**config.mk**
```make
export PLATFORM = sky130hd
export DESIGN_NAME = lbh_ctrl
export DESIGN_NICKNAME = d
export VERILOG_FILES = /design/src/rtl/lbh_pkg.sv /design/src/rtl/lbh_ctrl.sv
export VERILOG_INCLUDE_DIRS = /design/src /design/src/rtl
export SDC_FILE = /design/constraint.sdc
export NUM_CORES = 1
export LEC_CHECK = 0
export BUFFER_PORTS_ARGS = -buffer_cell sky130_fd_sc_hd__buf_2
export CAP_MARGIN = 20
export CORE_AREA = 2 2 39 41
export DETAILED_ROUTE_END_ITERATION = 12
export DIE_AREA = 0 0 41 43
export GPL_TIMING_DRIVEN = 1
export SLEW_MARGIN = 5
export SYNTH_ARGS = -nofsm -noshare
export SYNTH_HDL_FRONTEND = slang
export SYNTH_SLANG_ARGS = --single-unit
export TNS_END_PERCENT = 20
```
**constraint.sdc**
```tcl
create_clock -name clk -period 1.9 [get_ports clk]
set_input_delay 0.38 -clock clk [delete_from_list [all_inputs] [get_ports clk]]
set_output_delay 0.38 -clock clk [all_outputs]
set_load 0.02 [all_outputs]
```
**src/rtl/log_binned_histogram_defines.svh**
```systemverilog
// assertion macros used by the histogram controller rtl
`ifndef LOG_BINNED_HISTOGRAM_DEFINES_SVH
`define LOG_BINNED_HISTOGRAM_DEFINES_SVH

// same-cycle implication, sampled on clk, off while rst_n is low
`define LBH_ASSERT_SAME(label, ante, cons, msg) \
  label: assert property (@(posedge clk) disable iff (!rst_n) (ante) |-> (cons)) \
    else $error(msg);

// next-cycle implication, sampled on clk, off while rst_n is low
`define LBH_ASSERT_NEXT(label, ante, cons, msg) \
  label: assert property (@(posedge clk) disable iff (!rst_n) (ante) |=> (cons)) \
    else $error(msg);

`endif

```
**src/rtl/lbh_pkg.sv**
```systemverilog
// shared types and constants of the log-binned histogram
package lbh_pkg;

  // item operation codes
  typedef enum logic [1:0] {
    OP_CLEAR   = 2'd0,
    OP_WR_EDGE = 2'd1,
    OP_ADD     = 2'd2,
    OP_READ    = 2'd3
  } op_t;

  // configuration register indexes
  localparam logic [0:0] REG_BINS_IN_USE = 1'b0;
  localparam logic [0:0] REG_LOWER_LIMIT = 1'b1;

  localparam int unsigned FRAC_W        = 32;
  localparam int unsigned STEP_W        = 6;
  localparam logic [STEP_W-1:0] DIV_STEPS = STEP_W'(FRAC_W);
  localparam logic [FRAC_W:0]   ZERO_FRACTION = 33'd43;

  // controller to datapath
  typedef struct packed {
    logic load;       // latch item fields, issue table read at bin_index
    logic edge_wr;    // write edge table
    logic total_inc;  // saturating total increment
    logic total_clr;  // zero the total
    logic sweep;      // zero one count entry
    logic scan;       // one step of the edge search
    logic div_start;  // capture read data, set up divider
    logic div_step;   // one quotient bit
    logic out_load;   // move result into output register
  } cmd_t;

  // datapath to controller
  typedef struct packed {
    logic sweep_last;
    logic scan_hit;
    logic scan_end;
    logic div_done;
    logic out_free;
  } sts_t;

endpackage

```
**src/rtl/lbh_ctrl.sv**
```systemverilog
// histogram controller: item decode and sequencing
`include "log_binned_histogram_defines.svh"

module lbh_ctrl (
  input  logic          clk,
  input  logic          rst_n,
  input  logic          in_valid,
  input  logic [1:0]    in_operation,
  output logic          in_stall,
  input  lbh_pkg::sts_t sts,
  output lbh_pkg::cmd_t cmd
);
  import lbh_pkg::*;

  typedef enum logic [5:0] {
    ST_CLEAR = 6'b000001,
    ST_IDLE  = 6'b000010,
    ST_SCAN  = 6'b000100,
    ST_RDM   = 6'b001000,
    ST_DIV   = 6'b010000,
    ST_RES   = 6'b100000
  } state_t;

  state_t state_r;
  state_t state_nxt;

  always_ff @(posedge clk) begin
    if (!rst_n) begin
      state_r <= ST_CLEAR;
    end else begin
      state_r <= state_nxt;
    end
  end

  assign in_stall = (state_r != ST_IDLE);

  always_comb begin
    state_nxt = state_r;
    cmd       = '0;
    unique case (state_r)
      ST_CLEAR: begin
        cmd.sweep = 1'b1;
        if (sts.sweep_last) begin
          state_nxt = ST_IDLE;
        end
      end
      ST_IDLE: begin
        if (in_valid) begin
          cmd.load = 1'b1;
          unique case (op_t'(in_operation))
            OP_CLEAR: begin
              cmd.total_clr = 1'b1;
              state_nxt     = ST_CLEAR;
            end
            OP_WR_EDGE: begin
              cmd.edge_wr = 1'b1;
            end
            OP_ADD: begin
              cmd.total_inc = 1'b1;
              state_nxt     = ST_SCAN;
            end
            OP_READ: begin
              state_nxt = ST_RDM;
            end
          endcase
        end
      end
      ST_SCAN: begin
        cmd.scan = 1'b1;
        if (sts.scan_hit || sts.scan_end) begin
          state_nxt = ST_IDLE;
        end
      end
      ST_RDM: begin
        cmd.div_start = 1'b1;
        state_nxt     = ST_DIV;
      end
      ST_DIV: begin
        if (sts.div_done) begin
          state_nxt = ST_RES;
        end else begin
          cmd.div_step = 1'b1;
        end
      end
      ST_RES: begin
        if (sts.out_free) begin
          cmd.out_load = 1'b1;
          state_nxt    = ST_IDLE;
        end
      end
    endcase
  end

  `LBH_ASSERT_SAME(a_out_load_free, cmd.out_load, sts.out_free, "result loaded over a held result")
  `LBH_ASSERT_NEXT(a_sweep_runs, (state_r == ST_CLEAR) && !sts.sweep_last, state_r == ST_CLEAR, "count sweep cut short")
  `LBH_ASSERT_NEXT(a_div_runs, (state_r == ST_DIV) && !sts.div_done, state_r == ST_DIV, "division left early")
  `LBH_ASSERT_SAME(a_scan_write, sts.scan_hit && (state_r == ST_SCAN), cmd.scan, "bin hit without count update")

endmodule

```
# [After elaboration in Yosys (flattened, before gate mapping)]
# Index checks and enable logic that the tools add are counted.
[word_totals] wordCells=39 out_inout_bits=10 input_bits=10 ff_bits=6
[classes] reduce_logical=3 n_eq_ne=16 n_mux=19
[ops] operator="case mux 6 bit (6 select lines)" count=1
[ops] operator="two-way mux 6 bit" count=5
[ops] operator="case mux 6 bit (3 select lines)" count=1
[ops] operator="two-way mux 1 bit" count=10
[ops] operator="inequality test 2 bit, second input constant" count=5
[ops] operator="two-way mux 4 bit" count=2
[ops] operator="equality test 6 x 1 -> 1 bit, second input constant" count=1
[ops] operator="equality test 6 x 2 -> 1 bit, second input constant" count=1
[ops] operator="equality test 6 x 3 -> 1 bit, second input constant" count=1
[ops] operator="equality test 6 x 4 -> 1 bit, second input constant" count=1
[ops] operator="equality test 6 x 5 -> 1 bit, second input constant" count=1
[ops] operator="equality test 6 bit, second input constant" count=1
[ops] operator="inequality test 6 x 2 -> 1 bit, second input constant" count=1
[ops] operator="AND reduction 6 bit" count=1
[ops] operator="equality test 2 bit, second input constant" count=2
[ops] operator="inequality test 4 x 1 -> 1 bit, second input constant" count=1
[ops] operator="equality test 2 x 1 -> 1 bit, second input constant" count=1
[ops] operator="zero test 2 bit" count=1
[ops] operator="logical OR 1 bit" count=1

# [Logic depth before layout (Yosys ltp)]
# Gate-level depths: netlist (run 1).
[depth] depth_word=4 mapped_depth=5 ltp_nobuf=4

# [Worst setup path before layout (run 1)]
# Ideal clock, no wire load.
[synth_timing] path_kind="register to output" startpoint="register state_r[4]" endpoint="output cmd[6] (netlist name)" t_arrival_ns=1.572 slack_ns=-0.052 path_stages_with_launch=6 path_buffers=1 t_required_ns=1.520 path_cell_list="dfxtp_1 -> buf_6 -> nor4_2 -> nand4b_1 -> or3b_2 -> inv_1"
[synth_lines] item="from (decl)" line="lbh_ctrl.sv:24" text="state_t state_r;"
[synth_lines] item="from (signal assigned)" line="lbh_ctrl.sv:31" text="state_r <= state_nxt;"
[synth_lines] item="to (decl)" line="lbh_ctrl.sv:11" text="output lbh_pkg::cmd_t cmd"

==> impl_metrics.tcl, run 1 <==
set metrics [dict create \
    status "finished, violations left" \
    violations "negative setup slack" \
    critPathMaxFanout 3 \
    dp_cells 91 \
    largest_register_ffs 6 \
    synth_cells 48 \
    worst_slack_ns -0.1049 \
    max_stage_delay_ns 0.54 \
    grt.total_usage_pct 14.80 \
    hp-class "primary input to flop" \
    die_y_um 43 \
    critPathSlowestCell "or4_4" \
    fin_setup_tns_ns -0.2891 \
    cp-end-kind "output port" \
    ys_seq_area_share_pct 30.28 \
    antenna_left 0 \
    clock_latency_ns 0.24 \
    remaining_drc_errors 0 \
    worst_pin_slew_ns 0.3264 \
    switching_power_mw 0.09922 \
    final_max_slew_viol_count 0 \
    syn_area_um2 396.6 \
    period_needed_ns 2.005 \
    power_frac_seq_pct 38.7 \
    final_area_um2 734.5 \
    p_leak_nw 0.3425 \
    cap_violations 0 \
    vias_per_cell 4.918 \
    ff2ff_setup_slack_ns 0.08 \
    core_area_mm2 0.001384 \
    clock_sinks 6 \
    drtIter0Drc 1 \
    maxSlewHeadroom_pct 78.01 \
    area_growth_pct 85.17 \
    fin_nets 94 \
    wl_um 1141 \
    power.total_mw 0.3542 \
    stdcell_count 98 \
    detailed_place.area_um2 573.1 \
    cts_max_path_buffers 2 \
    cts_buffers 3 \
    grt_max_degree 8 \
    internal_power_mw 0.2550 \
    clk_pin_slew_ns 0.05 \
    synth_nets 58 \
    cts.htree.levels 1 \
    syn_area_per_cell_um2 8.263 \
    largest_registers "state_r: 6 flops" \
    rsz0062_at_grt "true" \
    setup-violations-final 4 \
    swShare_pct 28.01 \
    grt_overflow 0 \
    grt_pass1_vias 444 \
    critPathLaunchType "flop" \
    path_class "flop to output port" \
    num_vias 482 \
    die_x_um 41 \
    hold_viol 0 \
    layout-drive-gt1-share_pct 64.63 \
    diodes 0 \
    hpwl_um 853.4 \
    dr.pass1.iters 4 \
    ys_ff_latch 6 \
    cts.hold.buffers_added 0 \
    crit_required_ns 1.52 \
    combPwrFrac_pct 29.1 \
    gp_congestion 0.7441 \
    cts_tree "yes" \
    start_util_pct 28.66 \
    synth_warnings 0 \
    clkPwrFrac_pct 32.2 \
    regMostFlops "state_r" \
    ios 20 \
    synth_cell_types 25 \
    io_buffers 19 \
    clock_skew_ns 0.006285 \
    ir_drop_v 0.0002632 \
    max_freq_ghz 0.4988 \
    cp_cell_sequence "or4_4, nor3b_2, nor2b_4, buf_6" \
    grt_pass1_wl_um 1738 \
    cts_root_buf "clkbuf_4" \
    power_density_mw_per_mm2 482.2 \
    wl_per_cell_um 11.64 \
    worstPathArrival_ns 1.62 \
    antenna_found_initial 0 \
    min_period_over_period_pct 105.5 \
    hold_ws_ns 0.3871 \
    fp-row-count 14 \
    dieArea_mm2 0.001763 \
]
## placed cells by master, fill, tap and decap left out
cell type	synthesis	layout
o21a_1	1	1
nor4_4	0	1
and3_1	1	1
o21ai_1	1	1
buf_4	0	13
dfxtp_2	0	4
nor2_2	0	1
o21ai_0	2	2
nand2_1	2	2
nor3b_2	0	2
or3b_4	0	1
nand2b_1	2	2
nor3b_4	0	1
or4_4	2	3
buf_2	0	12
nor2_1	3	1
nor2b_4	0	1
clkbuf_4	0	3
dfxtp_1	6	2
nand3b_1	2	2
buf_6	1	7
o211ai_1	1	1
nor3_4	0	1
nand4b_1	1	1
nor3b_1	4	1
nand3_1	1	1
nor3_1	3	2
inv_2	0	1
nor2_4	0	1
xor2_1	1	1
nor2b_1	2	1
a21oi_1	2	2
a21oi_2	1	1
a211o_1	2	2
inv_1	4	3
## synth_stat cells
cell type / number / area share (%)
nand4b_1: 1 / 2.2
nor3_1: 3 / 3.8
nor3b_1: 4 / 7.6
o21a_1: 1 / 1.9
nand2_1: 2 / 1.9
o21ai_0: 2 / 2.5
xor2_1: 1 / 2.2
a211o_1: 2 / 4.4
or3b_2: 1 / 2.2
buf_6: 1 / 2.8
dfxtp_1: 6 / 30
nor2b_1: 2 / 3.2
nand3b_1: 2 / 3.8
or4_4: 2 / 5.7
and3_1: 1 / 1.6
o21ai_1: 1 / 1.3
nor2_1: 3 / 2.8
nand2b_1: 2 / 3.2
nand3_1: 1 / 1.3
a21oi_1: 2 / 2.5
o211ai_1: 1 / 1.9
or4_1: 1 / 1.9
nor4_2: 1 / 3.2
a21oi_2: 1 / 2.2
inv_1: 4 / 3.8
## per-layer routing
layer	wire length [µm]	part of all wire, %	global-route usage (%)
met5	0	0	0
met4	30	2.6	8.000
met3	47	4.1	3.141
met2	608	53	24.69
met1	454	40	16.23
## power groups by stage
stage                     sequential (mW)  clock (mW)  combinational (mW)
after floorplan                     0.140           0              0.0414
after global placement              0.138           0              0.0794
after detailed placement            0.138           0              0.0801
after CTS                           0.137       0.117              0.0954
after global routing                0.138       0.121               0.113
final                               0.137       0.114               0.103
## critical path, delay by kind of cell (launching register included)
family	cells	cell delay [ns]
AND/OR/NAND/NOR	3	0.92
flip-flops	1	0.34
buffers and inverters	1	0.12
## final timing paths
kind | start | end | cells after the start
max | state_r[3]$_SDFFE_PN0P_ | cmd[1] | 4
min | rst_n | state_r[4]$_SDFFE_PN0P_ | 2
max reg2reg | state_r[0]$_SDFFE_PN1P_ | state_r[1]$_SDFFE_PN0P_ | 5
min reg2reg | state_r[5]$_SDFFE_PN0P_ | state_r[5]$_SDFFE_PN0P_ | 4
## layout make-up
type                            count  area [µm²]
Fill cell                         140       649.4
Multi-Input combinational cell     37       315.3
Tap cell                           16       20.02
Sequential cell                     6       125.1
Inverter                            4       15.01
Clock buffer                        3       22.52
Timing Repair Buffer               32       236.5
## kinds of logic after synthesis
logic type / Yosys count / synth area share [%]
AO/OA/AOI/OAI: 10 / 16.72
XOR/XNOR: 1 / 2.209
buffers and inverters: 5 / 6.623
flip-flops: 6 / 30.29
AND/OR/NAND/NOR: 26 / 44.16
## stage by stage
step | setup slack, ns | utilization [%]
finish | -0.1049 | 53.07
global route | -0.1673 | 53.07
CTS | -0.1116 | 50.36
detailed placement | -0.05150 | 41.41
global placement | -0.01370 | 41.41
floorplan | -0.02000 | -
## repair_timing
| item | in CTS | in global routing |
|---|---|---|
| gates resized for setup | 22 | 9 |
| setup endpoints to repair | 7 | 7 |
| setup buffers | 3 | 1 |
| pin swaps | 6 | 3 |
(Power assumes the default switching activity.)
==> run 2: changes to the inputs <==
Settings changed: GPL_TIMING_DRIVEN 1 to 0.
==> run 2 against run 1 <==
  * The run still ends with negative setup slack left
  * Count of clock-buffer cells in the layout stayed put
  * Combinational power shrank 19%
  * Non-clock buffer count fell by 5
  * Worst setup slack worse by 0.099 ns
  * Clock power barely moved
  * Via count is 2.3% lower
  * Global-route usage shrank 1.7 points
  * Utilization down 4.0 points
  * Sequential cell count unchanged
  * Power fell by 3.4%
  * Sequential power up 4%
  * Sequential share of layout area up 1.6 points
  * Critical endpoint unchanged
  * Highest routed layer unchanged
==> impl_metrics.tcl, run 2 (synthesis results as in run 1) <==
set metrics [dict create \
    antenna_found_initial 0 \
    hp-class "primary input to flop" \
    core_area_mm2 0.001384 \
    final_util_pct 49.10 \
    switching_power_mw 0.09866 \
    rsz0062_at_grt "true" \
    num_vias 471 \
    clock_latency_ns 0.24 \
    place_ws_ns -0.2287 \
    worst_pin_slew_ns 0.2666 \
    dieArea_mm2 0.001763 \
    largest_register_ffs 6 \
    final_area_um2 679.4 \
    gp_congestion 0.6774 \
    crit_required_ns 1.52 \
    clock_skew_ns 0.001097 \
    p_leak_nw 0.3190 \
    setup-violations-final 5 \
    clkPwrFrac_pct 34.3 \
    cts_root_buf "clkbuf_4" \
    grt.total_usage_pct 13.09 \
    clock_sinks 6 \
    dr.pass1.iters 4 \
    regMostFlops "state_r" \
    power.total_mw 0.3421 \
    die_y_um 43 \
    die_x_um 41 \
    maxSlewHeadroom_pct 82.04 \
    vias_per_cell 5.065 \
    max_freq_ghz 0.4752 \
    cap_violations 0 \
    grt_pass1_wl_um 1545 \
    final_max_slew_viol_count 0 \
    worst_slack_ns -0.2044 \
    layout_commonest_cell "buf_4" \
    cts_max_path_buffers 2 \
    remaining_drc_errors 0 \
    grt_use_met3_pct 3.141 \
    cts.hold.buffers_added 0 \
    fp-row-count 14 \
    layout-drive-gt1-share_pct 58.44 \
    status "finished, violations left" \
    wl_per_cell_um 11.58 \
    ios 20 \
    cp-end-kind "output port" \
    detailed_place.area_um2 516.7 \
    drtIter0Drc 2 \
    grt_util_met2_pct 17.81 \
    power_frac_seq_pct 41.5 \
    wl_um 1077 \
    path_class "flop to output port" \
    largest_registers "state_r: 6 flops" \
    antenna_left 0 \
    ir_drop_v 0.0002630 \
    stdcell_count 93 \
    cts.htree.levels 1 \
    grt_overflow 0 \
    worstPathArrival_ns 1.72 \
    grt_max_degree 8 \
    min_period_over_period_pct 110.8 \
    grt_util_met1_pct 16.88 \
    cts_tree "yes" \
    period_needed_ns 2.104 \
    dp_cells 83 \
    clk_pin_slew_ns 0.05 \
    violations "negative setup slack" \
    fin_nets 89 \
    grt_pass1_vias 360 \
    area_growth_pct 71.29 \
    diodes 0 \
    start_util_pct 28.66 \
    final_cell_mix "buf_4, buf_2, buf_6" \
    combPwrFrac_pct 24.3 \
    hold_viol 0 \
    swShare_pct 28.84 \
    io_buffers 19 \
    critPathLaunchType "flop" \
    power_density_mw_per_mm2 503.5 \
    critPathMaxFanout 6 \
    hpwl_um 731.5 \
    grt.busiest_layer "met2" \
    internal_power_mw 0.2434 \
    cts_buffers 3 \
]
## run 2: changes by cell type in the layout (fill, tap and decap cells not counted), sizes merged
cell,delta
buf,-5
## run 2: cell type report
cell class	instances	area [µm²]
Multi-Input combinational cell	37	305.3
Timing Repair Buffer	26	178.9
Clock buffer	3	22.52
Buffer	1	11.26
Tap cell	16	20.02
Fill cell	144	704.4
Inverter	4	15.01
Sequential cell	6	126.4
## run 2: per-layer routing
metal	share of wire, %	wire length, µm
met1	44	475
met2	51	547
met3	2.8	30
met4	2.1	23
met5	0	0
## run 2: power by group through the flow
stage	Sequential [mW]	Combinational [mW]	Clock (mW)
2_1_floorplan	0.140	0.0414	0
3_3_place_gp	0.143	0.0632	0
3_5_place_dp	0.143	0.0641	0
4_1_cts	0.142	0.0802	0.119
5_1_grt	0.143	0.0898	0.131
6_report	0.142	0.0831	0.117
## run 2: path summary, 6_finish.rpt
kind / slack, ns / to / cells past startpoint / startpoint
hold / removal: 0.37 / state_r[4]$_SDFFE_PN0P_ / 2 / rst_n
setup / recovery: -0.20 / cmd[1] / 4 / state_r[3]$_SDFFE_PN0P_
setup reg to reg: 0.13 / state_r[1]$_SDFFE_PN0P_ / 5 / state_r[4]$_SDFFE_PN0P_
hold reg to reg: 0.66 / state_r[2]$_SDFFE_PN0P_ / 3 / state_r[2]$_SDFFE_PN0P_
## run 2: through the flow
| step | hold slack, ns | setup TNS, ns |
|---|---|---|
| after floorplan | 0.4978 | -0.02000 |
| after CTS | 0.3679 | -0.5630 |
| final | 0.3663 | -0.4894 |
| after global routing | 0.3582 | -0.9267 |
| after detailed placement | 0.6203 | -0.2451 |
| after global placement | 0.6133 | -0.2713 |
## run 2: critical path, cell delays in order (launching register included)
cell	delay, ns
dfxtp_4	0.36
or4_4	0.58
nor3b_4	0.23
nor2b_4	0.19
buf_6	0.12
## run 2: timing repair
action / in CTS / in global routing
endpoints found under the hold margin: 0 / 0
gates cloned: 0 / 0
pin swaps: 5 / 5
setup buffers: 5 / 2
resized for setup: 18 / 7
setup endpoints to repair: 7 / 8
